--- src/sv/tkpt_pkg.sv ---
// Package for the three-key pose tween: widths, register and request codes, shared types.
// No dependencies; every other file in sv/ depends on it.
package tkpt_pkg;

   localparam int TIME_WIDTH      = 24;
   localparam int T_FRAC_BITS     = 16;
   localparam int SCALE_FRAC      = 12;
   localparam int FIELD_WIDTH     = 16;
   localparam int KEY_WIDTH       = 4 * FIELD_WIDTH;
   localparam int SIZE_WIDTH      = 2 * FIELD_WIDTH;
   localparam int OPND_WIDTH      = FIELD_WIDTH + 2;
   localparam int PROD_WIDTH      = 2 * OPND_WIDTH;
   localparam int CSR_DATA_WIDTH  = KEY_WIDTH;
   localparam int CSR_INDEX_WIDTH = 3;
   localparam int REQ_TYPE_WIDTH  = 2;

   localparam logic [CSR_INDEX_WIDTH-1:0] CSR_START_KEY  = 3'd0;
   localparam logic [CSR_INDEX_WIDTH-1:0] CSR_MIDDLE_KEY = 3'd1;
   localparam logic [CSR_INDEX_WIDTH-1:0] CSR_END_KEY    = 3'd2;
   localparam logic [CSR_INDEX_WIDTH-1:0] CSR_RISE_TIME  = 3'd3;
   localparam logic [CSR_INDEX_WIDTH-1:0] CSR_HOLD_TIME  = 3'd4;
   localparam logic [CSR_INDEX_WIDTH-1:0] CSR_TOTAL_TIME = 3'd5;
   localparam logic [CSR_INDEX_WIDTH-1:0] CSR_BASE_SIZE  = 3'd6;

   localparam logic [REQ_TYPE_WIDTH-1:0] REQ_TICK  = 2'd0;
   localparam logic [REQ_TYPE_WIDTH-1:0] REQ_START = 2'd1;
   localparam logic [REQ_TYPE_WIDTH-1:0] REQ_INIT  = 2'd2;
   localparam logic [REQ_TYPE_WIDTH-1:0] REQ_NOP   = 2'd3;

   typedef logic [KEY_WIDTH-1:0]      key_type;
   typedef logic [TIME_WIDTH-1:0]     time_type;
   typedef logic [T_FRAC_BITS-1:0]    frac_type;
   typedef logic [FIELD_WIDTH-1:0]    field_type;
   typedef logic [SIZE_WIDTH-1:0]     size_type;
   typedef logic [REQ_TYPE_WIDTH-1:0] req_code_type;

   // keys to blend and the blend fraction; a == b with t == 0 shows one key
   typedef struct packed {
      key_type  key_a;
      key_type  key_b;
      frac_type t;
   } pose_job_type;

endpackage

--- src/sv/tkpt_if.sv ---
// Valid/ready channel interfaces for the request and response beats.
// Depends on tkpt_pkg for field widths.
interface tkpt_req_if;
   logic                  valid;
   logic                  ready;
   tkpt_pkg::req_code_type req_type;
   tkpt_pkg::time_type     delta_time;

   modport source (output valid, output req_type, output delta_time, input ready);
   modport sink   (input valid, input req_type, input delta_time, output ready);
endinterface

interface tkpt_rsp_if;
   logic                           valid;
   logic                           ready;
   logic signed [tkpt_pkg::FIELD_WIDTH-1:0] pos_x;
   logic signed [tkpt_pkg::FIELD_WIDTH-1:0] pos_y;
   tkpt_pkg::field_type            size_w;
   tkpt_pkg::field_type            size_h;
   logic                           running;
   logic                           done_res;

   modport source (output valid, output pos_x, output pos_y, output size_w, output size_h,
                   output running, output done_res, input ready);
   modport sink   (input valid, input pos_x, input pos_y, input size_w, input size_h,
                   input running, input done_res, output ready);
endinterface

--- src/sv/tkpt_div.sv ---
// Restoring divider, one quotient bit per cycle: quot = floor(num * 2^T_FRAC_BITS / den).
// Needs num < den. Depends on tkpt_pkg.
module tkpt_div (
   input  logic               clock,
   input  logic               reset,
   input  logic               start,
   input  tkpt_pkg::time_type num,
   input  tkpt_pkg::time_type den,
   output logic               busy,
   output tkpt_pkg::frac_type quot
);
   import tkpt_pkg::*;

   localparam int CNT_WIDTH = $clog2(T_FRAC_BITS + 1);

   logic [TIME_WIDTH:0]  rem_ff, rem_in;
   time_type             den_ff, den_in;
   frac_type             quot_ff, quot_in;
   logic [CNT_WIDTH-1:0] cnt_ff, cnt_in;
   logic                 busy_ff, busy_in;
   logic [TIME_WIDTH:0]  shifted;
   logic [TIME_WIDTH:0]  trial;
   logic                 fits;

   always_comb begin
      // remainder stays below den, so the doubled value fits
      shifted = {rem_ff[TIME_WIDTH-1:0], 1'b0};
      trial   = shifted - {1'b0, den_ff};
      fits    = shifted >= {1'b0, den_ff};
      rem_in  = rem_ff;
      den_in  = den_ff;
      quot_in = quot_ff;
      cnt_in  = cnt_ff;
      busy_in = busy_ff;
      if (start) begin
         rem_in  = {1'b0, num};
         den_in  = den;
         quot_in = '0;
         cnt_in  = CNT_WIDTH'(T_FRAC_BITS);
         busy_in = 1'b1;
      end else if (busy_ff) begin
         rem_in  = fits ? trial : shifted;
         quot_in = {quot_ff[T_FRAC_BITS-2:0], fits};
         cnt_in  = cnt_ff - 1'b1;
         if (cnt_ff == CNT_WIDTH'(1)) begin
            busy_in = 1'b0;
         end
      end
   end

   always_ff @(posedge clock) begin
      if (reset) begin
         busy_ff <= 1'b0;
         cnt_ff  <= '0;
      end else begin
         busy_ff <= busy_in;
         cnt_ff  <= cnt_in;
      end
      rem_ff  <= rem_in;
      den_ff  <= den_in;
      quot_ff <= quot_in;
   end

   assign busy = busy_ff;
   assign quot = quot_ff;

endmodule

--- src/sv/tkpt_pose.sv ---
// Pose unit: one shared 18x18 multiplier walks the four lanes (x, y, w, h) in turn,
// doing the blend and, for w and h, the size scaling. Holds the pose last shown.
// Depends on tkpt_pkg.
module tkpt_pose (
   input  logic                   clock,
   input  logic                   reset,
   input  logic                   start,
   input  tkpt_pkg::pose_job_type job,
   input  tkpt_pkg::size_type     base_size,
   output logic                   busy,
   output logic [3:0][tkpt_pkg::FIELD_WIDTH-1:0] pose
);
   import tkpt_pkg::*;

   localparam logic [1:0] PH_LERP = 2'd0;
   localparam logic [1:0] PH_ADD  = 2'd1;
   localparam logic [1:0] PH_SIZE = 2'd2;
   localparam logic [1:0] PH_SAT  = 2'd3;

   logic [1:0]                   lane_ff, lane_in;
   logic [1:0]                   phase_ff, phase_in;
   logic                         busy_ff, busy_in;
   logic signed [PROD_WIDTH-1:0] prod_ff, prod_in;
   field_type                    val_ff, val_in;
   logic [3:0][FIELD_WIDTH-1:0]  pose_ff, pose_in;

   field_type                    a_fld, b_fld, base_fld, sat_val;
   logic signed [OPND_WIDTH-1:0] a_ext, b_ext, op_a, op_b, lerp_sum;
   logic signed [PROD_WIDTH-1:0] prod_shr;

   always_comb begin
      a_fld    = job.key_a[lane_ff*FIELD_WIDTH +: FIELD_WIDTH];
      b_fld    = job.key_b[lane_ff*FIELD_WIDTH +: FIELD_WIDTH];
      base_fld = base_size[lane_ff[0]*FIELD_WIDTH +: FIELD_WIDTH];
      // position lanes are signed, scale lanes unsigned
      if (lane_ff[1]) begin
         a_ext = {2'b00, a_fld};
         b_ext = {2'b00, b_fld};
      end else begin
         a_ext = {{2{a_fld[FIELD_WIDTH-1]}}, a_fld};
         b_ext = {{2{b_fld[FIELD_WIDTH-1]}}, b_fld};
      end
      if (phase_ff == PH_SIZE) begin
         op_a = {2'b00, val_ff};
         op_b = {2'b00, base_fld};
      end else begin
         op_a = b_ext - a_ext;
         op_b = {{(OPND_WIDTH-T_FRAC_BITS){1'b0}}, job.t};
      end
      // arithmetic shift gives the floor of the scaled product
      prod_shr = prod_ff >>> T_FRAC_BITS;
      lerp_sum = a_ext + prod_shr[OPND_WIDTH-1:0];
      sat_val  = (|prod_ff[PROD_WIDTH-1:SCALE_FRAC+FIELD_WIDTH]) ? '1
                 : prod_ff[SCALE_FRAC +: FIELD_WIDTH];

      lane_in  = lane_ff;
      phase_in = phase_ff;
      busy_in  = busy_ff;
      prod_in  = prod_ff;
      val_in   = val_ff;
      pose_in  = pose_ff;
      if (start) begin
         lane_in  = '0;
         phase_in = PH_LERP;
         busy_in  = 1'b1;
      end else if (busy_ff) begin
         unique case (phase_ff)
            PH_LERP, PH_SIZE: begin
               prod_in  = op_a * op_b;
               phase_in = phase_ff + 1'b1;
            end
            PH_ADD: begin
               val_in = lerp_sum[FIELD_WIDTH-1:0];
               if (lane_ff[1]) begin
                  phase_in = PH_SIZE;
               end else begin
                  pose_in[lane_ff] = lerp_sum[FIELD_WIDTH-1:0];
                  lane_in          = lane_ff + 1'b1;
                  phase_in         = PH_LERP;
               end
            end
            default: begin
               pose_in[lane_ff] = sat_val;
               lane_in          = lane_ff + 1'b1;
               phase_in         = PH_LERP;
               if (lane_ff == 2'd3) begin
                  busy_in = 1'b0;
               end
            end
         endcase
      end
   end

   always_ff @(posedge clock) begin
      if (reset) begin
         lane_ff  <= '0;
         phase_ff <= PH_LERP;
         busy_ff  <= 1'b0;
         pose_ff  <= '0;
      end else begin
         lane_ff  <= lane_in;
         phase_ff <= phase_in;
         busy_ff  <= busy_in;
         pose_ff  <= pose_in;
      end
      prod_ff <= prod_in;
      val_ff  <= val_in;
   end

   assign busy = busy_ff;
   assign pose = pose_ff;

endmodule

--- src/sv/three_key_pose_tween.sv ---
// Three-key pose tween. One request beat at a time; ready is low while a beat is in work.
// Tick in a blend segment runs the divider and then the pose unit; a tick on the hold or idle pose
// runs only the pose unit; start, initialise and no-op go straight to the reply.
// The 16-step divider and the shared pose multiplier set how long a tick takes.
// Synchronous active-high reset clears registers, flags, elapsed time and shown pose to zero.
module three_key_pose_tween (
   input  logic                clock,
   input  logic                reset,
   tkpt_req_if.sink            req_bus,
   tkpt_rsp_if.source          rsp_bus,
   input  logic                csr_we,
   input  logic [tkpt_pkg::CSR_INDEX_WIDTH-1:0] csr_index,
   input  logic [tkpt_pkg::CSR_DATA_WIDTH-1:0]  csr_wdata
);
   import tkpt_pkg::*;

   // sequencer states
   localparam logic [2:0] S_IDLE  = 3'd0;
   localparam logic [2:0] S_SEG   = 3'd1;
   localparam logic [2:0] S_DIV   = 3'd2;
   localparam logic [2:0] S_POSE  = 3'd3;
   localparam logic [2:0] S_REPLY = 3'd4;

   // key selectors
   localparam logic [1:0] KEY_START  = 2'd0;
   localparam logic [1:0] KEY_MIDDLE = 2'd1;
   localparam logic [1:0] KEY_END    = 2'd2;

   // configuration registers
   key_type  start_key_ff, middle_key_ff, end_key_ff;
   time_type rise_ff, hold_ff, total_ff;
   size_type base_ff;

   // sequencer and animation state
   logic [2:0] state_ff, state_in;
   time_type   elapsed_ff, elapsed_in;
   logic       active_ff, active_in;
   logic       finished_ff, finished_in;
   logic [1:0] sel_a_ff, sel_a_in, sel_b_ff, sel_b_in;
   frac_type   t_ff, t_in;

   // response register, frees the pose unit while the beat waits
   logic       rsp_valid_ff, rsp_valid_in;
   logic [3:0][FIELD_WIDTH-1:0] rsp_pose_ff, rsp_pose_in;
   logic       rsp_run_ff, rsp_run_in, rsp_done_ff, rsp_done_in;

   logic         req_fire;
   logic [TIME_WIDTH:0] elapsed_sum, hold_end;
   time_type     div_num, div_den;
   logic         div_start, div_busy;
   frac_type     div_quot;
   logic         pose_start, pose_busy;
   pose_job_type job;
   logic [3:0][FIELD_WIDTH-1:0] pose;

   function automatic key_type pick_key(input logic [1:0] sel, input key_type ks,
                                        input key_type km, input key_type ke);
      key_type k;
      unique case (sel)
         KEY_START:  k = ks;
         KEY_MIDDLE: k = km;
         default:    k = ke;
      endcase
      return k;
   endfunction

   // register writes
   always_ff @(posedge clock) begin
      if (reset) begin
         start_key_ff  <= '0;
         middle_key_ff <= '0;
         end_key_ff    <= '0;
         rise_ff       <= '0;
         hold_ff       <= '0;
         total_ff      <= '0;
         base_ff       <= '0;
      end else if (csr_we) begin
         unique case (csr_index)
            CSR_START_KEY:  start_key_ff  <= csr_wdata;
            CSR_MIDDLE_KEY: middle_key_ff <= csr_wdata;
            CSR_END_KEY:    end_key_ff    <= csr_wdata;
            CSR_RISE_TIME:  rise_ff       <= csr_wdata[TIME_WIDTH-1:0];
            CSR_HOLD_TIME:  hold_ff       <= csr_wdata[TIME_WIDTH-1:0];
            CSR_TOTAL_TIME: total_ff      <= csr_wdata[TIME_WIDTH-1:0];
            CSR_BASE_SIZE:  base_ff       <= csr_wdata[SIZE_WIDTH-1:0];
            default: ;
         endcase
      end
   end

   assign req_bus.ready = (state_ff == S_IDLE);
   assign req_fire      = req_bus.valid && req_bus.ready;

   assign job.key_a = pick_key(sel_a_ff, start_key_ff, middle_key_ff, end_key_ff);
   assign job.key_b = pick_key(sel_b_ff, start_key_ff, middle_key_ff, end_key_ff);
   assign job.t     = t_ff;

   always_comb begin
      elapsed_sum = {1'b0, elapsed_ff} + {1'b0, req_bus.delta_time};
      hold_end    = {1'b0, rise_ff} + {1'b0, hold_ff};

      state_in     = state_ff;
      elapsed_in   = elapsed_ff;
      active_in    = active_ff;
      finished_in  = finished_ff;
      sel_a_in     = sel_a_ff;
      sel_b_in     = sel_b_ff;
      t_in         = t_ff;
      div_start    = 1'b0;
      div_num      = elapsed_ff;
      div_den      = rise_ff;
      pose_start   = 1'b0;
      rsp_valid_in = rsp_valid_ff && !rsp_bus.ready;
      rsp_pose_in  = rsp_pose_ff;
      rsp_run_in   = rsp_run_ff;
      rsp_done_in  = rsp_done_ff;

      unique case (state_ff)
         S_IDLE: begin
            if (req_fire) begin
               state_in = S_REPLY;
               unique case (req_bus.req_type)
                  REQ_TICK: begin
                     if (!active_ff) begin
                        // idle tick shows a whole key: blend of a key with itself
                        sel_a_in   = finished_ff ? KEY_END : KEY_START;
                        sel_b_in   = finished_ff ? KEY_END : KEY_START;
                        t_in       = '0;
                        pose_start = 1'b1;
                        state_in   = S_POSE;
                     end else if (elapsed_ff < total_ff) begin
                        // saturating add of frame time
                        elapsed_in = elapsed_sum[TIME_WIDTH] ? '1
                                     : elapsed_sum[TIME_WIDTH-1:0];
                        state_in   = S_SEG;
                     end
                     // running past total: nothing changes
                  end
                  REQ_START: active_in = 1'b1;
                  REQ_INIT: begin
                     elapsed_in  = '0;
                     active_in   = 1'b0;
                     finished_in = 1'b0;
                  end
                  default: ;
               endcase
            end
         end
         S_SEG: begin
            // segment tests in order on the new elapsed time
            state_in = S_REPLY;
            if (elapsed_ff < rise_ff) begin
               sel_a_in  = KEY_START;
               sel_b_in  = KEY_MIDDLE;
               div_num   = elapsed_ff;
               div_den   = rise_ff;
               div_start = 1'b1;
               state_in  = S_DIV;
            end else if ({1'b0, elapsed_ff} < hold_end) begin
               sel_a_in   = KEY_MIDDLE;
               sel_b_in   = KEY_MIDDLE;
               t_in       = '0;
               pose_start = 1'b1;
               state_in   = S_POSE;
            end else if (elapsed_ff < total_ff) begin
               // hold_end <= elapsed here, so it fits the time width
               sel_a_in  = KEY_MIDDLE;
               sel_b_in  = KEY_END;
               div_num   = elapsed_ff - hold_end[TIME_WIDTH-1:0];
               div_den   = total_ff - hold_end[TIME_WIDTH-1:0];
               div_start = 1'b1;
               state_in  = S_DIV;
            end
            // finishing tick that misses every segment repeats the last pose
            if (elapsed_ff >= total_ff) begin
               active_in   = 1'b0;
               finished_in = 1'b1;
            end
         end
         S_DIV: begin
            if (!div_busy) begin
               t_in       = div_quot;
               pose_start = 1'b1;
               state_in   = S_POSE;
            end
         end
         S_POSE: begin
            if (!pose_busy) begin
               state_in = S_REPLY;
            end
         end
         S_REPLY: begin
            if (!rsp_valid_ff || rsp_bus.ready) begin
               rsp_valid_in = 1'b1;
               rsp_pose_in  = pose;
               rsp_run_in   = active_ff;
               rsp_done_in  = finished_ff;
               state_in     = S_IDLE;
            end
         end
         default: state_in = S_IDLE;
      endcase
   end

   always_ff @(posedge clock) begin
      if (reset) begin
         state_ff     <= S_IDLE;
         elapsed_ff   <= '0;
         active_ff    <= 1'b0;
         finished_ff  <= 1'b0;
         rsp_valid_ff <= 1'b0;
         sel_a_ff     <= KEY_START;
         sel_b_ff     <= KEY_START;
      end else begin
         state_ff     <= state_in;
         elapsed_ff   <= elapsed_in;
         active_ff    <= active_in;
         finished_ff  <= finished_in;
         rsp_valid_ff <= rsp_valid_in;
         sel_a_ff     <= sel_a_in;
         sel_b_ff     <= sel_b_in;
      end
      t_ff        <= t_in;
      rsp_pose_ff <= rsp_pose_in;
      rsp_run_ff  <= rsp_run_in;
      rsp_done_ff <= rsp_done_in;
   end

   tkpt_div u_div (
      .clock (clock),
      .reset (reset),
      .start (div_start),
      .num   (div_num),
      .den   (div_den),
      .busy  (div_busy),
      .quot  (div_quot)
   );

   tkpt_pose u_pose (
      .clock     (clock),
      .reset     (reset),
      .start     (pose_start),
      .job       (job),
      .base_size (base_ff),
      .busy      (pose_busy),
      .pose      (pose)
   );

   assign rsp_bus.valid    = rsp_valid_ff;
   assign rsp_bus.pos_x    = rsp_pose_ff[0];
   assign rsp_bus.pos_y    = rsp_pose_ff[1];
   assign rsp_bus.size_w   = rsp_pose_ff[2];
   assign rsp_bus.size_h   = rsp_pose_ff[3];
   assign rsp_bus.running  = rsp_run_ff;
   assign rsp_bus.done_res = rsp_done_ff;

endmodule

--- src/flat_wrapper.sv ---
// flat-port wrapper written by rule: the top's interface ports become plain ports
module three_key_pose_tween_flat import tkpt_pkg::*;
  (clock, reset, csr_we, csr_index, csr_wdata, req_bus_valid, req_bus_req_type, req_bus_delta_time, req_bus_ready, rsp_bus_valid, rsp_bus_pos_x, rsp_bus_pos_y, rsp_bus_size_w, rsp_bus_size_h, rsp_bus_running, rsp_bus_done_res, rsp_bus_ready);
  tkpt_req_if req_bus_i ();
  tkpt_rsp_if rsp_bus_i ();
  input  logic clock;
  input  logic reset;
  input  logic csr_we;
  input  logic [tkpt_pkg::CSR_INDEX_WIDTH-1:0] csr_index;
  input  logic [tkpt_pkg::CSR_DATA_WIDTH-1:0] csr_wdata;
  input wire logic [$bits(req_bus_i.valid)-1:0] req_bus_valid;
  input wire logic [$bits(req_bus_i.req_type)-1:0] req_bus_req_type;
  input wire logic [$bits(req_bus_i.delta_time)-1:0] req_bus_delta_time;
  output wire logic [$bits(req_bus_i.ready)-1:0] req_bus_ready;
  output wire logic [$bits(rsp_bus_i.valid)-1:0] rsp_bus_valid;
  output wire logic [$bits(rsp_bus_i.pos_x)-1:0] rsp_bus_pos_x;
  output wire logic [$bits(rsp_bus_i.pos_y)-1:0] rsp_bus_pos_y;
  output wire logic [$bits(rsp_bus_i.size_w)-1:0] rsp_bus_size_w;
  output wire logic [$bits(rsp_bus_i.size_h)-1:0] rsp_bus_size_h;
  output wire logic [$bits(rsp_bus_i.running)-1:0] rsp_bus_running;
  output wire logic [$bits(rsp_bus_i.done_res)-1:0] rsp_bus_done_res;
  input wire logic [$bits(rsp_bus_i.ready)-1:0] rsp_bus_ready;
  assign req_bus_i.valid = req_bus_valid;
  assign req_bus_i.req_type = req_bus_req_type;
  assign req_bus_i.delta_time = req_bus_delta_time;
  assign req_bus_ready = req_bus_i.ready;
  assign rsp_bus_valid = rsp_bus_i.valid;
  assign rsp_bus_pos_x = rsp_bus_i.pos_x;
  assign rsp_bus_pos_y = rsp_bus_i.pos_y;
  assign rsp_bus_size_w = rsp_bus_i.size_w;
  assign rsp_bus_size_h = rsp_bus_i.size_h;
  assign rsp_bus_running = rsp_bus_i.running;
  assign rsp_bus_done_res = rsp_bus_i.done_res;
  assign rsp_bus_i.ready = rsp_bus_ready;
  three_key_pose_tween u_core (.clock(clock), .reset(reset), .req_bus(req_bus_i), .rsp_bus(rsp_bus_i), .csr_we(csr_we), .csr_index(csr_index), .csr_wdata(csr_wdata));
endmodule
--- config.mk ---
export PLATFORM = sky130hd
export DESIGN_NAME = three_key_pose_tween_flat
export DESIGN_NICKNAME = d
export VERILOG_FILES = /design/src/sv/tkpt_pkg.sv /design/src/sv/tkpt_if.sv /design/src/sv/tkpt_div.sv /design/src/sv/tkpt_pose.sv /design/src/sv/three_key_pose_tween.sv /design/src/flat_wrapper.sv
export SDC_FILE = /design/constraint.sdc
export NUM_CORES = 2
export LEC_CHECK = 0
export ABC_CLOCK_PERIOD_IN_PS = 17150
export BUFFER_PORTS_ARGS = -buffer_cell sky130_fd_sc_hd__buf_2
export CORE_UTILIZATION = 45
export DETAILED_ROUTE_END_ITERATION = 7
export HOLD_SLACK_MARGIN = 0.06
export PLACE_DENSITY = 0.61
export RECOVER_POWER = 100
export SYNTH_ARGS = -nofsm -noshare
export SYNTH_HDL_FRONTEND = slang
export SYNTH_SLANG_ARGS = --single-unit
--- constraint.sdc ---
create_clock -name clock -period 17.15 [get_ports clock]
set_clock_uncertainty 0.15 [all_clocks]
set_input_delay 3.43 -clock clock [delete_from_list [all_inputs] [get_ports clock]]
set_output_delay 3.43 -clock clock [all_outputs]
set_load 0.05 [all_outputs]
==> out/results.tsv <==
stage	metric	value	unit
global_routing	grt-ovfl-total	0	
cells_and_area	layout-drive-gt1-share	6.05	%
sta	slew_headroom	-149	%
yosys	synth_top_area_share	19.3	%
detailed_routing	dr.pass1.iters	5	
cells_and_area	final_nets	5801	
worst_setup_path	rrSetupSlack	3.29	ns
clocking	clockBufferDepth	3	
clocking	postCtsResizedCells	0	
sta	rsz0062_at_grt	no	
worst_setup_path	required	17.36	ns
detailed_routing	routed_wl	131000	µm
yosys	synth_seq_cells	590	
sta	timing.setup.tns	0	ns
worst_setup_path	critical_path.n_buffers_inverters	4	
worst_setup_path	endpoint_kind	register	
detailed_routing	initialDrtViolationCount	2628	
flow_run	maxCapViolCount	16	
yosys	syn-cell-area	43800	µm²
clocking	clk_latency	0.67	ns
clocking	cts_setup_buffers	0	
floorplan	ioPinCount	166	
place	dp_hpwl	97100	µm
worst_setup_path	crit_slowest_cell	clkbuf_1	
yosys	synth_ff_type	dfxtp_1	
cells_and_area	syn_to_final_growth	9.06	%
sta	finalCritPeriodShare	80.8	%
yosys	synth-edff-count	169	
floorplan	start_util	45.3	%
clocking	cts_max_level	3	
yosys	yosysWarningCount	0	
clocking	cts.sinks	590	
floorplan	core_region_area	96600	µm²
worst_setup_path	worst_r2r_endpoint	u_core.u_pose.prod_ff[34]	
yosys	ys_async_sr_fraction	0	%
sta	worst_slew_pin_slew	3.73	ns
worst_setup_path	critical_path_depth	36	
sta	fin_crit	13.86	ns
clocking	cts_buffers	69	
yosys	syn-instance-count	5075	
floorplan	chipHeight	314	µm
worst_setup_path	cp_top_family	compound AO/OA/AOI/OAI gates	
yosys	yosys.area.top_type	dfxtp_1	
cells_and_area	fillers	9266	
clocking	ctsRootBufferMaster	clkbuf_16	
global_routing	grtUsageTotal	26.2	%
detailed_routing	num_vias	35602	
yosys	yosys-top-cells-area	dfxtp_1 (19%), fa_1 (13%), edfxtp_1 (12%)	
worst_setup_path	r2r-start	u_core.sel_a_ff[0]	
sta	finalSetupViolations	0	
worst_setup_path	start_kind	register	
floorplan	die_w	314	µm
worst_setup_path	cp-endpoint	u_core.u_pose.prod_ff[34]	
status	status	complete, but fails checks	
worst_setup_path	r2r_cells	36	
place	port_buffers	165	
detailed_routing	wl_per_cell	20.2	µm
worst_hold_path	hp-class	register to register	
global_routing	antenna_found_initial	10	
global_routing	grt_pass1_wl	198000	µm
worst_setup_path	critPathMaxFanout	34	
yosys	syn-num-nets	5759	
cells_and_area	layout_commonest_cell	nand2_1	
yosys	synth.distinct_cells	88	
status	violations	capacitance limit, slew limit	
clocking	path_clk_slew	0.06	ns
clocking	cts_tree	built	
worst_setup_path	critPathKind	register to register	
worst_setup_path	cpMostUsedCell	fa_1	
global_routing	grt_pass1_vias	33575	
global_routing	grt_max_degree	223	
sta	drv_slew	615	
worst_setup_path	cpPeakStageDelay	1.99	ns
sta	max_freq	72.1	MHz
yosys	yosysSeqAreaShare	30.9	%
detailed_routing	detail-route-antenna-nets	0	
floorplan	row_count	114	
cells_and_area	layout_common_cells	nand2_1 (1029), a21oi_1 (531), inv_1 (504)	
detailed_routing	vias_per_cell	5.52	
floorplan	die_area	98500	µm²
yosys	syn_area_per_cell	8.62	µm²
worst_setup_path	cp-startpoint	u_core.sel_a_ff[0]	
sta	final-hold-violation-count	0	
detailed_routing	drc	0	
worst_setup_path	arrival	14.07	ns
place	place.gp.congestion	0.984	
clocking	postCtsHoldBufs	0	
synth_stat cells (33+ instances only):
master	count
nand2_1	1029
a21oi_1	530
inv_1	505
dfxtp_1	421
nor2_1	341
ha_1	294
fa_1	292
mux2i_1	261
clkbuf_1	207
o21ai_0	182
edfxtp_1	169
xnor2_1	112
a21o_1	69
and2_1	51
nand3_1	44
xor2_1	44
nor3_1	43
o21a_1	39
a211oi_1	33
worst min path at each step:
| stage | end | cells after the start | slack [ns] | startpoint |
|---|---|---|---|---|
| after floorplan | u_core.rsp_bus.pos_x[0] | 0 | 0.26 | u_core.u_pose.pose[0] |
| after global placement | u_core.rsp_bus.size_h[8] | 0 | 0.26 | u_core.u_pose.pose[56] |
| after CTS | u_core.rsp_bus.size_h[12] | 0 | 0.26 | u_core.u_pose.pose[60] |
| final | u_core.rsp_bus.size_h[12] | 0 | 0.27 | u_core.u_pose.pose[60] |
| after detailed placement | u_core.rsp_bus.pos_x[1] | 0 | 0.26 | u_core.u_pose.pose[1] |
| after global routing | u_core.rsp_bus.size_h[12] | 0 | 0.28 | u_core.u_pose.pose[60] |
per-stage QoR:
stage	cell area (µm²)	cells	setup slack (ns)	utilization (%)	hold WS, ns
global route	47700	6447	2.56	49.4	0.282
floorplan	43800	5075	6.98	-	0.258
global placement	45700	6322	5.86	47.3	0.262
CTS	47900	6447	5.62	49.6	0.263
detailed placement	45700	6322	5.70	47.3	0.263
finish	47700	6448	3.29	49.4	0.268
flip-flops by register name, indices dropped and copies added, names as in the netlist, 5 cells and up:
signal	count
u_core.end_key_ff	64
u_core.middle_key_ff	64
u_core.start_key_ff	64
u_core.u_pose.pose	64
u_core.base_ff	32
u_core.elapsed_ff	24
u_core.hold_ff	24
u_core.rise_ff	24
u_core.total_ff	24
u_core.u_div.den_ff	24
u_core.u_div.rem_ff	24
u_core.u_pose.prod_ff	23
u_core.rsp_bus.pos_x	16
u_core.rsp_bus.pos_y	16
u_core.rsp_bus.size_h	16
u_core.rsp_bus.size_w	16
u_core.t_ff	16
u_core.u_div.quot	16
u_core.u_pose.val_ff	16
u_core.u_div.cnt_ff	5
worst reg2reg max path, delay by kind of cell (launching register included):
kind / cells / cell delay [ns]
AOI/OAI and AO/OA: 15 / 4.42
and+or+nand+nor: 7 / 1.60
DFF: 1 / 0.74
buffers and inverters: 4 / 2.18
muxes: 2 / 0.76
adders and majority gates: 8 / 3.72
logic make-up (layout without fill, tap and decap cells):
group	after synthesis	after routing	share of synthesized area (%)
AOI/OAI and AO/OA	1020	1020	13.7
xor gates and xnor gates	156	156	3.12
adders and majority gates	592	592	21.9
buffers and inverters	744	840	6.47
DFF	590	590	30.9
muxes	305	305	7.94
other	0	1	0
and+or+nand+nor	1668	1668	16.0
cell type report:
cell class	count	area [µm²]	area share, %
multi-input cells	3741	27400	57.5
repair buffers	209	1060	2.22
flip-flops and latches	590	13500	28.3
clock buffers	96	1960	4.11
diodes	1	2.50	0.00524
well taps	1276	1600	3.35
inverters	506	1900	3.98
clock inverters	29	262	0.548
routing by layer:
layer	GRT usage [%]	vias up	share of wire [%]
li1	-	17073	-
met1	34.8	17195	43
met2	42.2	1066	46
met3	5.34	254	6.8
met4	9.38	14	3.8
met5	0	-	0.077
Power is left out: the tool's default activity adds up to more than one toggle a clock period on the data nets, which glitch-free logic cannot reach.
